## config.mk

```make
export PLATFORM = sky130hd
export DESIGN_NAME = error_norm_accumulator_top_flat
export DESIGN_NICKNAME = d
export VERILOG_FILES = /design/src/rtl/core/ena_pkg.sv /design/src/rtl/core/ena_pair_if.sv /design/src/rtl/core/ena_norm_if.sv /design/src/rtl/core/error_norm_accumulator_top.sv /design/src/rtl/core/ena_div.sv /design/src/rtl/core/ena_isqrt.sv /design/src/rtl/core/ena_datapath.sv /design/src/rtl/core/ena_ctrl.sv /design/src/flat_wrapper.sv
export VERILOG_INCLUDE_DIRS = /design/src /design/src/rtl/core
export SDC_FILE = /design/constraint.sdc
export NUM_CORES = 2
export LEC_CHECK = 0
export BUFFER_PORTS_ARGS = -buffer_cell sky130_fd_sc_hd__buf_2
export CORE_AREA = 3 3 340 342
export DETAILED_ROUTE_END_ITERATION = 12
export DIE_AREA = 0 0 343 345
export GPL_ROUTABILITY_DRIVEN = 0
export PLACE_DENSITY = 0.64
export SYNTH_ARGS = -nofsm -noshare
export SYNTH_HDL_FRONTEND = slang
export SYNTH_HIERARCHICAL = 1
export SYNTH_SLANG_ARGS = --single-unit
```

## constraint.sdc

```tcl
create_clock -name clk -period 12 [get_ports clk]
set_clock_uncertainty 0.1 [all_clocks]
set_input_delay 2.4 -clock clk [delete_from_list [all_inputs] [get_ports clk]]
set_output_delay 2.4 -clock clk [all_outputs]
set_load 0.03 [all_outputs]
```

## src/rtl/core/error_norm_accumulator_top_macros.svh

```systemverilog
// Assertion macros shared by the error norm accumulator RTL.
`ifndef ERROR_NORM_ACCUMULATOR_TOP_MACROS_SVH
`define ERROR_NORM_ACCUMULATOR_TOP_MACROS_SVH

// Same-cycle implication, checked outside reset.
`define ENA_ASSERT_SAME(name, clk, rstn, ante, cons, msg) \
    name: assert property (@(posedge clk) disable iff (!rstn) (ante) |-> (cons)) \
        else $error(msg);

// Next-cycle implication, checked outside reset.
`define ENA_ASSERT_NEXT(name, clk, rstn, ante, cons, msg) \
    name: assert property (@(posedge clk) disable iff (!rstn) (ante) |=> (cons)) \
        else $error(msg);

`endif

```

## src/rtl/core/ena_pkg.sv

```systemverilog
// Package: widths and control/status types of the error norm accumulator.
package ena_pkg;

    localparam int unsigned SAMPLE_W     = 24;
    localparam int unsigned NORM_W       = 24;
    localparam int unsigned PAIR_COUNT_W = 17;
    localparam int unsigned ABS_SUM_W    = 41;
    localparam int unsigned SQ_W         = 48;
    localparam int unsigned SQ_SUM_W     = 64;
    localparam int unsigned ROOT_W       = SQ_SUM_W / 2;
    localparam int unsigned MAX_PAIRS_DEF = 65536;

    // Commands from the controller to the datapath
    typedef struct packed {
        logic div_start;   // launch the shared divider
        logic div_sq;      // 1: divide the squared sum, 0: the absolute sum
        logic sqrt_start;  // launch the root unit on the divider quotient
        logic load;        // load the result register and clear the set
    } ena_cmd_t;

    // Status from the datapath to the controller
    typedef struct packed {
        logic pipe_busy;   // accumulation stages still hold a pair
        logic div_busy;
        logic div_done;
        logic sqrt_done;
        logic out_free;    // result register empty
    } ena_status_t;

endpackage

```

## src/rtl/core/ena_pair_if.sv

```systemverilog
// Interface: input channel carrying one sample pair per transaction.
interface ena_pair_if;
    logic                                    valid;
    logic                                    ready;
    logic signed [ena_pkg::SAMPLE_W-1:0]     computed_sample;
    logic signed [ena_pkg::SAMPLE_W-1:0]     reference_sample;
    logic                                    last_pair;

    modport source
    (
        output valid, computed_sample, reference_sample, last_pair,
        input  ready
    );

    modport sink
    (
        input  valid, computed_sample, reference_sample, last_pair,
        output ready
    );
endinterface

```

## src/rtl/core/ena_norm_if.sv

```systemverilog
// Interface: output channel carrying the error norms of one set per transaction.
interface ena_norm_if;
    logic                                valid;
    logic                                ready;
    logic [ena_pkg::NORM_W-1:0]          mean_abs_error;
    logic [ena_pkg::NORM_W-1:0]          rms_error;
    logic [ena_pkg::NORM_W-1:0]          max_abs_error;
    logic [ena_pkg::PAIR_COUNT_W-1:0]    pair_count;
    logic                                overflow;

    modport source
    (
        output valid, mean_abs_error, rms_error, max_abs_error, pair_count, overflow,
        input  ready
    );

    modport sink
    (
        input  valid, mean_abs_error, rms_error, max_abs_error, pair_count, overflow,
        output ready
    );
endinterface

```

## src/rtl/core/error_norm_accumulator_top.sv

```systemverilog
// Top level: L1, L2 and Linf error norms over a stream of sample pairs.
//
// Each input transaction carries a computed and a reference sample (signed
// Q8.16) and a last-pair flag. While a set is being gathered the block takes
// one pair per clock: the difference, its magnitude, the square and the
// saturating 64-bit sum run through three register stages. Once the pair
// marked last is accepted, ready drops and the block finishes the set: it
// waits for the stages to empty, runs the shared bit-serial divider twice
// (absolute sum over count, then squared sum over count), takes an integer
// square root of the second quotient and then loads the result register.
// Ready rises again after that load, which waits for the two divider runs,
// the root unit and any previous result still in the result register. The
// result register parts the two channels: pairs of the next set are taken
// while the previous result waits to be collected. Mean and RMS error
// truncate and clamp to 2^24-1. Pairs arriving when the count already
// equals MAX_PAIRS are dropped from every sum and raise overflow, as does a
// squared sum that saturates. All accumulators clear when the result is
// loaded.
`include "error_norm_accumulator_top_macros.svh"

module error_norm_accumulator_top #(
    parameter int unsigned MAX_PAIRS = ena_pkg::MAX_PAIRS_DEF
) (
    input  logic       clk,
    input  logic       rst_n,
    ena_pair_if.sink   pairs,
    ena_norm_if.source norms
);
    logic                 accept;
    logic                 ready;
    ena_pkg::ena_cmd_t    cmd;
    ena_pkg::ena_status_t st;

    // a transaction completes when both sides agree
    assign accept      = pairs.valid && ready;
    assign pairs.ready = ready;

    ena_ctrl u_ctrl (
        .clk       (clk),
        .rst_n     (rst_n),
        .accept    (accept),
        .last_pair (pairs.last_pair),
        .st        (st),
        .ready     (ready),
        .cmd       (cmd)
    );

    ena_datapath #(
        .MAX_PAIRS (MAX_PAIRS)
    ) u_datapath (
        .clk              (clk),
        .rst_n            (rst_n),
        .accept           (accept),
        .computed_sample  (pairs.computed_sample),
        .reference_sample (pairs.reference_sample),
        .cmd              (cmd),
        .st               (st),
        .norm_ready       (norms.ready),
        .norm_valid       (norms.valid),
        .mean_abs_error   (norms.mean_abs_error),
        .rms_error        (norms.rms_error),
        .max_abs_error    (norms.max_abs_error),
        .pair_count       (norms.pair_count),
        .overflow         (norms.overflow)
    );

    // hold off new pairs once the last pair of a set has gone in
    `ENA_ASSERT_NEXT(a_last_drops_ready, clk, rst_n, accept && pairs.last_pair, !pairs.ready, "ready stayed high after last pair")
    // never gather pairs while the divider is still working on a set
    `ENA_ASSERT_SAME(a_no_accept_in_div, clk, rst_n, pairs.ready, !st.div_busy, "ready high during divide")
    // a result appears only from a load command
    `ENA_ASSERT_SAME(a_valid_from_load, clk, rst_n, $rose(norms.valid), $past(cmd.load), "result valid without load")
endmodule

```

## src/rtl/core/ena_div.sv

```systemverilog
// Bit-serial restoring divider: one quotient bit per cycle.
module ena_div #(
    parameter int unsigned DVSR_W = 17
) (
    input  logic                              clk,
    input  logic                              rst_n,
    input  logic                              start,
    input  logic [ena_pkg::SQ_SUM_W-1:0]      dividend,
    input  logic [DVSR_W-1:0]                 divisor,
    output logic [ena_pkg::SQ_SUM_W-1:0]      quotient,
    output logic                              busy,
    output logic                              done
);
    localparam int unsigned DVD_W = ena_pkg::SQ_SUM_W;
    localparam int unsigned CNT_W = $clog2(DVD_W);

    logic [DVD_W-1:0]  quo_reg, quo_next;
    logic [DVSR_W-1:0] rem_reg, rem_next;
    logic [CNT_W-1:0]  step_reg, step_next;
    logic              busy_reg, busy_next;
    logic              done_reg, done_next;
    logic [DVSR_W:0]   shifted;
    logic [DVSR_W+1:0] trial;

    always_comb
    begin
        shifted   = {rem_reg, quo_reg[DVD_W-1]};
        trial     = {1'b0, shifted} - {2'b00, divisor};
        quo_next  = quo_reg;
        rem_next  = rem_reg;
        step_next = step_reg;
        busy_next = busy_reg;
        done_next = 1'b0;
        if (start)
        begin
            quo_next  = dividend;
            rem_next  = '0;
            step_next = CNT_W'(DVD_W - 1);
            busy_next = 1'b1;
        end
        else if (busy_reg)
        begin
            // keep the trial subtraction unless it borrows
            if (!trial[DVSR_W+1])
            begin
                rem_next = trial[DVSR_W-1:0];
                quo_next = {quo_reg[DVD_W-2:0], 1'b1};
            end
            else
            begin
                rem_next = shifted[DVSR_W-1:0];
                quo_next = {quo_reg[DVD_W-2:0], 1'b0};
            end
            step_next = step_reg - CNT_W'(1);
            if (step_reg == '0)
            begin
                busy_next = 1'b0;
                done_next = 1'b1;
            end
        end
    end

    always_ff @(posedge clk or negedge rst_n)
    begin
        if (!rst_n)
        begin
            busy_reg <= 1'b0;
            done_reg <= 1'b0;
            step_reg <= '0;
        end
        else
        begin
            busy_reg <= busy_next;
            done_reg <= done_next;
            step_reg <= step_next;
        end
    end

    always_ff @(posedge clk)
    begin
        quo_reg <= quo_next;
        rem_reg <= rem_next;
    end

    assign quotient = quo_reg;
    assign busy     = busy_reg;
    assign done     = done_reg;
endmodule

```

## src/rtl/core/ena_isqrt.sv

```systemverilog
// Iterative integer square root: one result bit per cycle.
module ena_isqrt (
    input  logic                            clk,
    input  logic                            rst_n,
    input  logic                            start,
    input  logic [ena_pkg::SQ_SUM_W-1:0]    radicand,
    output logic [ena_pkg::ROOT_W-1:0]      root,
    output logic                            done
);
    localparam int unsigned W     = ena_pkg::SQ_SUM_W;
    localparam int unsigned STEPS = ena_pkg::ROOT_W;
    localparam int unsigned CNT_W = $clog2(STEPS);

    logic [W-1:0]     v_reg, v_next;
    logic [W-1:0]     res_reg, res_next;
    logic [W-1:0]     bit_reg, bit_next;
    logic [CNT_W-1:0] step_reg, step_next;
    logic             busy_reg, busy_next;
    logic             done_reg, done_next;
    logic [W-1:0]     trial;

    always_comb
    begin
        trial     = res_reg + bit_reg;
        v_next    = v_reg;
        res_next  = res_reg;
        bit_next  = bit_reg;
        step_next = step_reg;
        busy_next = busy_reg;
        done_next = 1'b0;
        if (start)
        begin
            v_next    = radicand;
            res_next  = '0;
            bit_next  = {2'b01, {(W-2){1'b0}}};
            step_next = CNT_W'(STEPS - 1);
            busy_next = 1'b1;
        end
        else if (busy_reg)
        begin
            if (v_reg >= trial)
            begin
                v_next   = v_reg - trial;
                res_next = (res_reg >> 1) + bit_reg;
            end
            else
            begin
                res_next = res_reg >> 1;
            end
            bit_next  = bit_reg >> 2;
            step_next = step_reg - CNT_W'(1);
            if (step_reg == '0)
            begin
                busy_next = 1'b0;
                done_next = 1'b1;
            end
        end
    end

    always_ff @(posedge clk or negedge rst_n)
    begin
        if (!rst_n)
        begin
            busy_reg <= 1'b0;
            done_reg <= 1'b0;
            step_reg <= '0;
        end
        else
        begin
            busy_reg <= busy_next;
            done_reg <= done_next;
            step_reg <= step_next;
        end
    end

    always_ff @(posedge clk)
    begin
        v_reg   <= v_next;
        res_reg <= res_next;
        bit_reg <= bit_next;
    end

    assign root = res_reg[STEPS-1:0];
    assign done = done_reg;
endmodule

```

## src/rtl/core/ena_datapath.sv

```systemverilog
// Datapath: accumulation stages, shared divider, root unit and result register.
module ena_datapath #(
    parameter int unsigned MAX_PAIRS = ena_pkg::MAX_PAIRS_DEF
) (
    input  logic                                  clk,
    input  logic                                  rst_n,
    input  logic                                  accept,
    input  logic signed [ena_pkg::SAMPLE_W-1:0]   computed_sample,
    input  logic signed [ena_pkg::SAMPLE_W-1:0]   reference_sample,
    input  ena_pkg::ena_cmd_t                     cmd,
    output ena_pkg::ena_status_t                  st,
    input  logic                                  norm_ready,
    output logic                                  norm_valid,
    output logic [ena_pkg::NORM_W-1:0]            mean_abs_error,
    output logic [ena_pkg::NORM_W-1:0]            rms_error,
    output logic [ena_pkg::NORM_W-1:0]            max_abs_error,
    output logic [ena_pkg::PAIR_COUNT_W-1:0]      pair_count,
    output logic                                  overflow
);
    localparam int unsigned SW    = ena_pkg::SAMPLE_W;
    localparam int unsigned NW    = ena_pkg::NORM_W;
    localparam int unsigned AW    = ena_pkg::ABS_SUM_W;
    localparam int unsigned QW    = ena_pkg::SQ_W;
    localparam int unsigned SSW   = ena_pkg::SQ_SUM_W;
    localparam int unsigned RW    = ena_pkg::ROOT_W;
    localparam int unsigned CNT_W = $clog2(MAX_PAIRS + 1);

    // accumulation state
    logic [CNT_W-1:0] count_reg;
    logic             sat_reg;
    logic [AW-1:0]    abs_sum_reg;
    logic [SSW-1:0]   sq_sum_reg;
    logic [SW-1:0]    max_reg;
    // stage registers
    logic             v1_reg, v2_reg;
    logic [SW-1:0]    abs_reg;
    logic [QW-1:0]    sq_reg;

    logic [SW:0]      diff;
    logic [SW:0]      mag;
    logic             count_full;
    logic [SSW:0]     sq_total;
    logic [QW-1:0]    prod;

    logic [SSW-1:0]   dividend;
    logic [SSW-1:0]   quotient;
    logic             div_busy, div_done;
    logic [RW-1:0]    root;
    logic             sqrt_done;
    logic [NW-1:0]    mean_reg;

    logic             out_valid_reg;
    logic [NW-1:0]    out_mean_reg, out_rms_reg, out_max_reg;
    logic [ena_pkg::PAIR_COUNT_W-1:0] out_count_reg;
    logic             out_ovf_reg;
    logic [NW-1:0]    mean_final, rms_final;

    assign diff       = (SW+1)'(computed_sample) - (SW+1)'(reference_sample);
    assign mag        = diff[SW] ? -diff : diff;
    assign count_full = (count_reg >= CNT_W'(MAX_PAIRS));
    assign prod       = abs_reg * abs_reg;
    assign sq_total   = {1'b0, sq_sum_reg} + (SSW+1)'(sq_reg);

    always_ff @(posedge clk or negedge rst_n)
    begin
        if (!rst_n)
        begin
            count_reg   <= '0;
            sat_reg     <= 1'b0;
            abs_sum_reg <= '0;
            sq_sum_reg  <= '0;
            max_reg     <= '0;
            v1_reg      <= 1'b0;
            v2_reg      <= 1'b0;
        end
        else if (cmd.load)
        begin
            count_reg   <= '0;
            sat_reg     <= 1'b0;
            abs_sum_reg <= '0;
            sq_sum_reg  <= '0;
            max_reg     <= '0;
            v1_reg      <= 1'b0;
            v2_reg      <= 1'b0;
        end
        else
        begin
            // stage 0: count the pair, or drop it once the set is full
            v1_reg <= 1'b0;
            if (accept)
            begin
                if (count_full)
                begin
                    sat_reg <= 1'b1;
                end
                else
                begin
                    count_reg <= count_reg + CNT_W'(1);
                    v1_reg    <= 1'b1;
                end
            end
            // stage 1: absolute sum and maximum
            v2_reg <= v1_reg;
            if (v1_reg)
            begin
                abs_sum_reg <= abs_sum_reg + AW'(abs_reg);
                if (abs_reg > max_reg)
                begin
                    max_reg <= abs_reg;
                end
            end
            // stage 2: saturating squared sum
            if (v2_reg)
            begin
                if (sq_total[SSW])
                begin
                    sq_sum_reg <= '1;
                    sat_reg    <= 1'b1;
                end
                else
                begin
                    sq_sum_reg <= sq_total[SSW-1:0];
                end
            end
        end
    end

    always_ff @(posedge clk)
    begin
        abs_reg <= mag[SW-1:0];
        sq_reg  <= prod;
    end

    assign dividend = cmd.div_sq ? sq_sum_reg : SSW'(abs_sum_reg);

    ena_div #(
        .DVSR_W (CNT_W)
    ) u_div (
        .clk      (clk),
        .rst_n    (rst_n),
        .start    (cmd.div_start),
        .dividend (dividend),
        .divisor  (count_reg),
        .quotient (quotient),
        .busy     (div_busy),
        .done     (div_done)
    );

    ena_isqrt u_isqrt (
        .clk      (clk),
        .rst_n    (rst_n),
        .start    (cmd.sqrt_start),
        .radicand (quotient),
        .root     (root),
        .done     (sqrt_done)
    );

    // capture the clamped mean when the first divide finishes
    always_ff @(posedge clk)
    begin
        if (div_done && !cmd.div_sq)
        begin
            mean_reg <= (quotient[SSW-1:NW] != '0) ? '1 : quotient[NW-1:0];
        end
    end

    assign mean_final = (count_reg == '0) ? '0 : mean_reg;
    assign rms_final  = (count_reg == '0) ? '0 :
                        ((root[RW-1:NW] != '0) ? '1 : root[NW-1:0]);

    always_ff @(posedge clk or negedge rst_n)
    begin
        if (!rst_n)
        begin
            out_valid_reg <= 1'b0;
        end
        else if (cmd.load)
        begin
            out_valid_reg <= 1'b1;
        end
        else if (norm_ready)
        begin
            out_valid_reg <= 1'b0;
        end
    end

    always_ff @(posedge clk)
    begin
        if (cmd.load)
        begin
            out_mean_reg  <= mean_final;
            out_rms_reg   <= rms_final;
            out_max_reg   <= max_reg;
            out_count_reg <= ena_pkg::PAIR_COUNT_W'(count_reg);
            out_ovf_reg   <= sat_reg;
        end
    end

    always_comb
    begin
        st           = '0;
        st.pipe_busy = v1_reg | v2_reg;
        st.div_busy  = div_busy;
        st.div_done  = div_done;
        st.sqrt_done = sqrt_done;
        st.out_free  = !out_valid_reg;
    end

    assign norm_valid     = out_valid_reg;
    assign mean_abs_error = out_mean_reg;
    assign rms_error      = out_rms_reg;
    assign max_abs_error  = out_max_reg;
    assign pair_count     = out_count_reg;
    assign overflow       = out_ovf_reg;
endmodule

```

## src/rtl/core/ena_ctrl.sv

```systemverilog
// Controller: sequences accumulation, both divides, the root and the result load.
module ena_ctrl (
    input  logic                   clk,
    input  logic                   rst_n,
    input  logic                   accept,
    input  logic                   last_pair,
    input  ena_pkg::ena_status_t   st,
    output logic                   ready,
    output ena_pkg::ena_cmd_t      cmd
);
    typedef enum logic [2:0] {
        S_ACCUM,
        S_DRAIN,
        S_DIV_ABS,
        S_DIV_SQ,
        S_ROOT,
        S_LOAD,
        S_REARM
    } state_t;

    state_t            state_reg;
    logic              ready_reg;
    ena_pkg::ena_cmd_t cmd_reg;

    always_ff @(posedge clk or negedge rst_n)
    begin
        if (!rst_n)
        begin
            state_reg <= S_ACCUM;
            ready_reg <= 1'b1;
            cmd_reg   <= '0;
        end
        else
        begin
            // pulse commands drop unless raised below
            cmd_reg.div_start  <= 1'b0;
            cmd_reg.sqrt_start <= 1'b0;
            cmd_reg.load       <= 1'b0;
            case (state_reg)
                S_ACCUM:
                begin
                    if (accept && last_pair)
                    begin
                        ready_reg <= 1'b0;
                        state_reg <= S_DRAIN;
                    end
                end
                S_DRAIN:
                begin
                    if (!st.pipe_busy)
                    begin
                        cmd_reg.div_start <= 1'b1;
                        cmd_reg.div_sq    <= 1'b0;
                        state_reg         <= S_DIV_ABS;
                    end
                end
                S_DIV_ABS:
                begin
                    if (st.div_done)
                    begin
                        cmd_reg.div_start <= 1'b1;
                        cmd_reg.div_sq    <= 1'b1;
                        state_reg         <= S_DIV_SQ;
                    end
                end
                S_DIV_SQ:
                begin
                    if (st.div_done)
                    begin
                        cmd_reg.sqrt_start <= 1'b1;
                        state_reg          <= S_ROOT;
                    end
                end
                S_ROOT:
                begin
                    if (st.sqrt_done)
                    begin
                        state_reg <= S_LOAD;
                    end
                end
                S_LOAD:
                begin
                    if (st.out_free)
                    begin
                        cmd_reg.load <= 1'b1;
                        state_reg    <= S_REARM;
                    end
                end
                S_REARM:
                begin
                    cmd_reg.div_sq <= 1'b0;
                    ready_reg      <= 1'b1;
                    state_reg      <= S_ACCUM;
                end
                default:
                begin
                    state_reg <= S_ACCUM;
                    ready_reg <= 1'b1;
                end
            endcase
        end
    end

    assign ready = ready_reg;
    assign cmd   = cmd_reg;
endmodule
```

## src/flat_wrapper.sv

```systemverilog
// flat-port wrapper written by rule: the top's interface ports become plain ports
module error_norm_accumulator_top_flat 
#(
    parameter int unsigned MAX_PAIRS = ena_pkg::MAX_PAIRS_DEF
)
  (clk, rst_n, pairs_valid, pairs_computed_sample, pairs_reference_sample, pairs_last_pair, pairs_ready, norms_valid, norms_mean_abs_error, norms_rms_error, norms_max_abs_error, norms_pair_count, norms_overflow, norms_ready);
  ena_pair_if pairs_i ();
  ena_norm_if norms_i ();
  input  logic clk;
  input  logic rst_n;
  input wire logic [$bits(pairs_i.valid)-1:0] pairs_valid;
  input wire logic [$bits(pairs_i.computed_sample)-1:0] pairs_computed_sample;
  input wire logic [$bits(pairs_i.reference_sample)-1:0] pairs_reference_sample;
  input wire logic [$bits(pairs_i.last_pair)-1:0] pairs_last_pair;
  output wire logic [$bits(pairs_i.ready)-1:0] pairs_ready;
  output wire logic [$bits(norms_i.valid)-1:0] norms_valid;
  output wire logic [$bits(norms_i.mean_abs_error)-1:0] norms_mean_abs_error;
  output wire logic [$bits(norms_i.rms_error)-1:0] norms_rms_error;
  output wire logic [$bits(norms_i.max_abs_error)-1:0] norms_max_abs_error;
  output wire logic [$bits(norms_i.pair_count)-1:0] norms_pair_count;
  output wire logic [$bits(norms_i.overflow)-1:0] norms_overflow;
  input wire logic [$bits(norms_i.ready)-1:0] norms_ready;
  assign pairs_i.valid = pairs_valid;
  assign pairs_i.computed_sample = pairs_computed_sample;
  assign pairs_i.reference_sample = pairs_reference_sample;
  assign pairs_i.last_pair = pairs_last_pair;
  assign pairs_ready = pairs_i.ready;
  assign norms_valid = norms_i.valid;
  assign norms_mean_abs_error = norms_i.mean_abs_error;
  assign norms_rms_error = norms_i.rms_error;
  assign norms_max_abs_error = norms_i.max_abs_error;
  assign norms_pair_count = norms_i.pair_count;
  assign norms_overflow = norms_i.overflow;
  assign norms_i.ready = norms_ready;
  error_norm_accumulator_top #(.MAX_PAIRS(MAX_PAIRS)) u_core (.clk(clk), .rst_n(rst_n), .pairs(pairs_i), .norms(norms_i));
endmodule
```

==> impl_metrics.yaml <==
detailed_routing:
  wire_per_inst_um: 18.60
  antenna_left: 0
  wirelength_um: 143500
  vias: 43800
  vias_per_cell: 5.678
  drt_first_iter_violations: 2834
  drc_errors: 0
  drt_pass1_iterations: 5
cts:
  cts_tree: "yes"
  cts-root-buf: "clkbuf_16"
  cts.clk_slew.worst_paths_ns: 0.06
  clkLatencyLatePin_ns: 0.66
  numCtsBuffers: 72
  cts_sinks: 599
  ctsResizeCount: 0
  post-cts-setup-buffer-count: 0
  htree_levels: 3
  cts_hold_buf: 0
  cts_buffer_depth: 3
critical_path:
  path_buf_inv: 6
  r2r-start: "u_core/u_datapath/abs_reg[3]"
  crit_end: "u_core/u_datapath/sq_reg[45]"
  worst_r2r_endpoint: "u_core/u_datapath/sq_reg[45]"
  crit_fanout: 18
  startpoint: "u_core/u_datapath/abs_reg[3]"
  r2r_setup_slack_ns: 4.28
  startpoint_type: "flip-flop"
  worst-endpoint-arrival_ns: 8.12
  crit_path_end_kind: "flip-flop"
  required_ns: 12.40
  worst_path_dominant_cell_family: "adder cells"
  path_depth: 24
  cpMostUsedCell: "fa_1"
  crit_chain: "buf_4 -> nand2_1 -> fa_1 -> inv_1 -> fa_1 -> fa_1 -> inv_1 -> fa_1 -> inv_1 -> fa_1 -> fa_1 -> inv_1 -> fa_1 -> inv_1 -> ha_1 -> a21o_1 -> a21o_1 -> a21oi_1 -> nor3b_1 -> a211oi_1 -> o31ai_1 -> a21oi_1 -> a311oi_1 -> a221oi_1"
  cp_slowest_stage_delay_ns: 0.63
  path_class: "reg2reg"
  reg2reg_depth: 24
  crit_slowest_cell: "dfxtp_1"
finish:
  fin_nets: 7096
  final_cell_mix: "768 x inv_1, 562 x nand2_1, 450 x ha_1"
  nFillCells: 10370
  final_common_cell: "inv_1"
  areaGrowthSynthToFinish_pct: 7.244
  antenna_cells: 0
  drive_gt1_frac: 0.08399
sta:
  slew-limit-headroom: 0.2142
  finalHoldViolCount: 0
  rsz0062_at_grt: "no"
  fin_crit_ns: 7.721
  setup_viol: 0
  worstMarginPinSlew_ns: 1.174
  slew_violations: 0
  tns_ns: 0
  post-route-period-util: 0.6434
  max_freq_ghz: 0.1295
flow_run:
  cap_violations: 0
die:
  dieArea_sq_mm: 0.1183
  core.rowCount: 123
  fp.dieW_um: 343
  io_pins: 145
  start_util: 0.5000
  design.core.area_sq_mm: 0.1127
  die_h_um: 345
synthesis:
  synth_nets: 7139
  syn_area_sq_mm: 0.05633
  yosysWarnings: 6
  syn_area_per_cell_sq_um: 9.085
  synthCells: 6200
hold_path:
  hold_class: "reg2reg"
  hold_start: "u_core/u_datapath/max_reg[11]"
global_routing:
  antenna_found_initial: 3
  grt_overflow: 0
  grt_max_degree: 109
  grt_use_total: 0.2415
  grt_pass1_wl_um: 234100
  grt_pass1_vias: 44320
placement:
  port_buffers: 144
  hpwlAfterDp_um: 108700
status:
  status: "finished, final reports clean"
-- worst reg2reg max path: cells and delay by family, from the launching register on --
family          cells  cell delay [ns]
simple gates        2             0.57
compound gates      8             1.70
flops               1             0.63
buf+inv             6             0.61
fa+ha+maj           8             3.96
-- final cells by class --
| class | instances | area, sq um | area share |
|---|---|---|---|
| Sequential cell | 599 | 15300 | 0.2532 |
| Clock inverter | 31 | 355.3 | 0.005883 |
| Timing Repair Buffer | 199 | 1142 | 0.01891 |
| Clock buffer | 101 | 2031 | 0.03362 |
| Tap cell | 1500 | 1877 | 0.03107 |
| Inverter | 773 | 2902 | 0.04803 |
| Multi-Input combinational cell | 4512 | 36800 | 0.6093 |
-- stage by stage --
stage | cells | area (sq um) | util | hold slack, ns | setup WS, ns
after floorplan | 6200 | 56330 | - | 0.2769 | 2.102
after global placement | 7583 | 58020 | 0.5150 | 0.3419 | 4.433
after detailed placement | 7583 | 58020 | 0.5150 | 0.3475 | 4.345
after CTS | 7715 | 60410 | 0.5362 | 0.3787 | 4.345
after global routing | 7715 | 60410 | 0.5362 | 0.3840 | 3.911
final | 7715 | 60410 | 0.5362 | 0.3762 | 4.280
-- metal layers --
layer | global-route usage | part of all wire | vias to the layer above
met4 | 0.06479 | 0.026 | 0
met1 | 0.3316 | 0.45 | 21200
met5 | 0 | 0 | -
met2 | 0.4007 | 0.47 | 1179
met3 | 0.03249 | 0.053 | 235
li1 | - | - | 21190
-- worst min path at each step --
stage	slack, ns	cells past startpoint	end
2_1_floorplan	0.28	0	u_core/u_datapath/sq_reg[0]
5_1_grt	0.38	0	u_core/u_datapath/overflow
3_3_place_gp	0.34	0	u_core/u_datapath/overflow
6_report	0.38	0	u_core/u_datapath/max_abs_error[11]
3_5_place_dp	0.35	0	u_core/u_datapath/overflow
4_1_cts	0.38	0	u_core/u_datapath/max_abs_error[11]
Power is left out: the tool's default activity adds up to more than one toggle a clock period on the data nets, which glitch-free logic cannot reach.
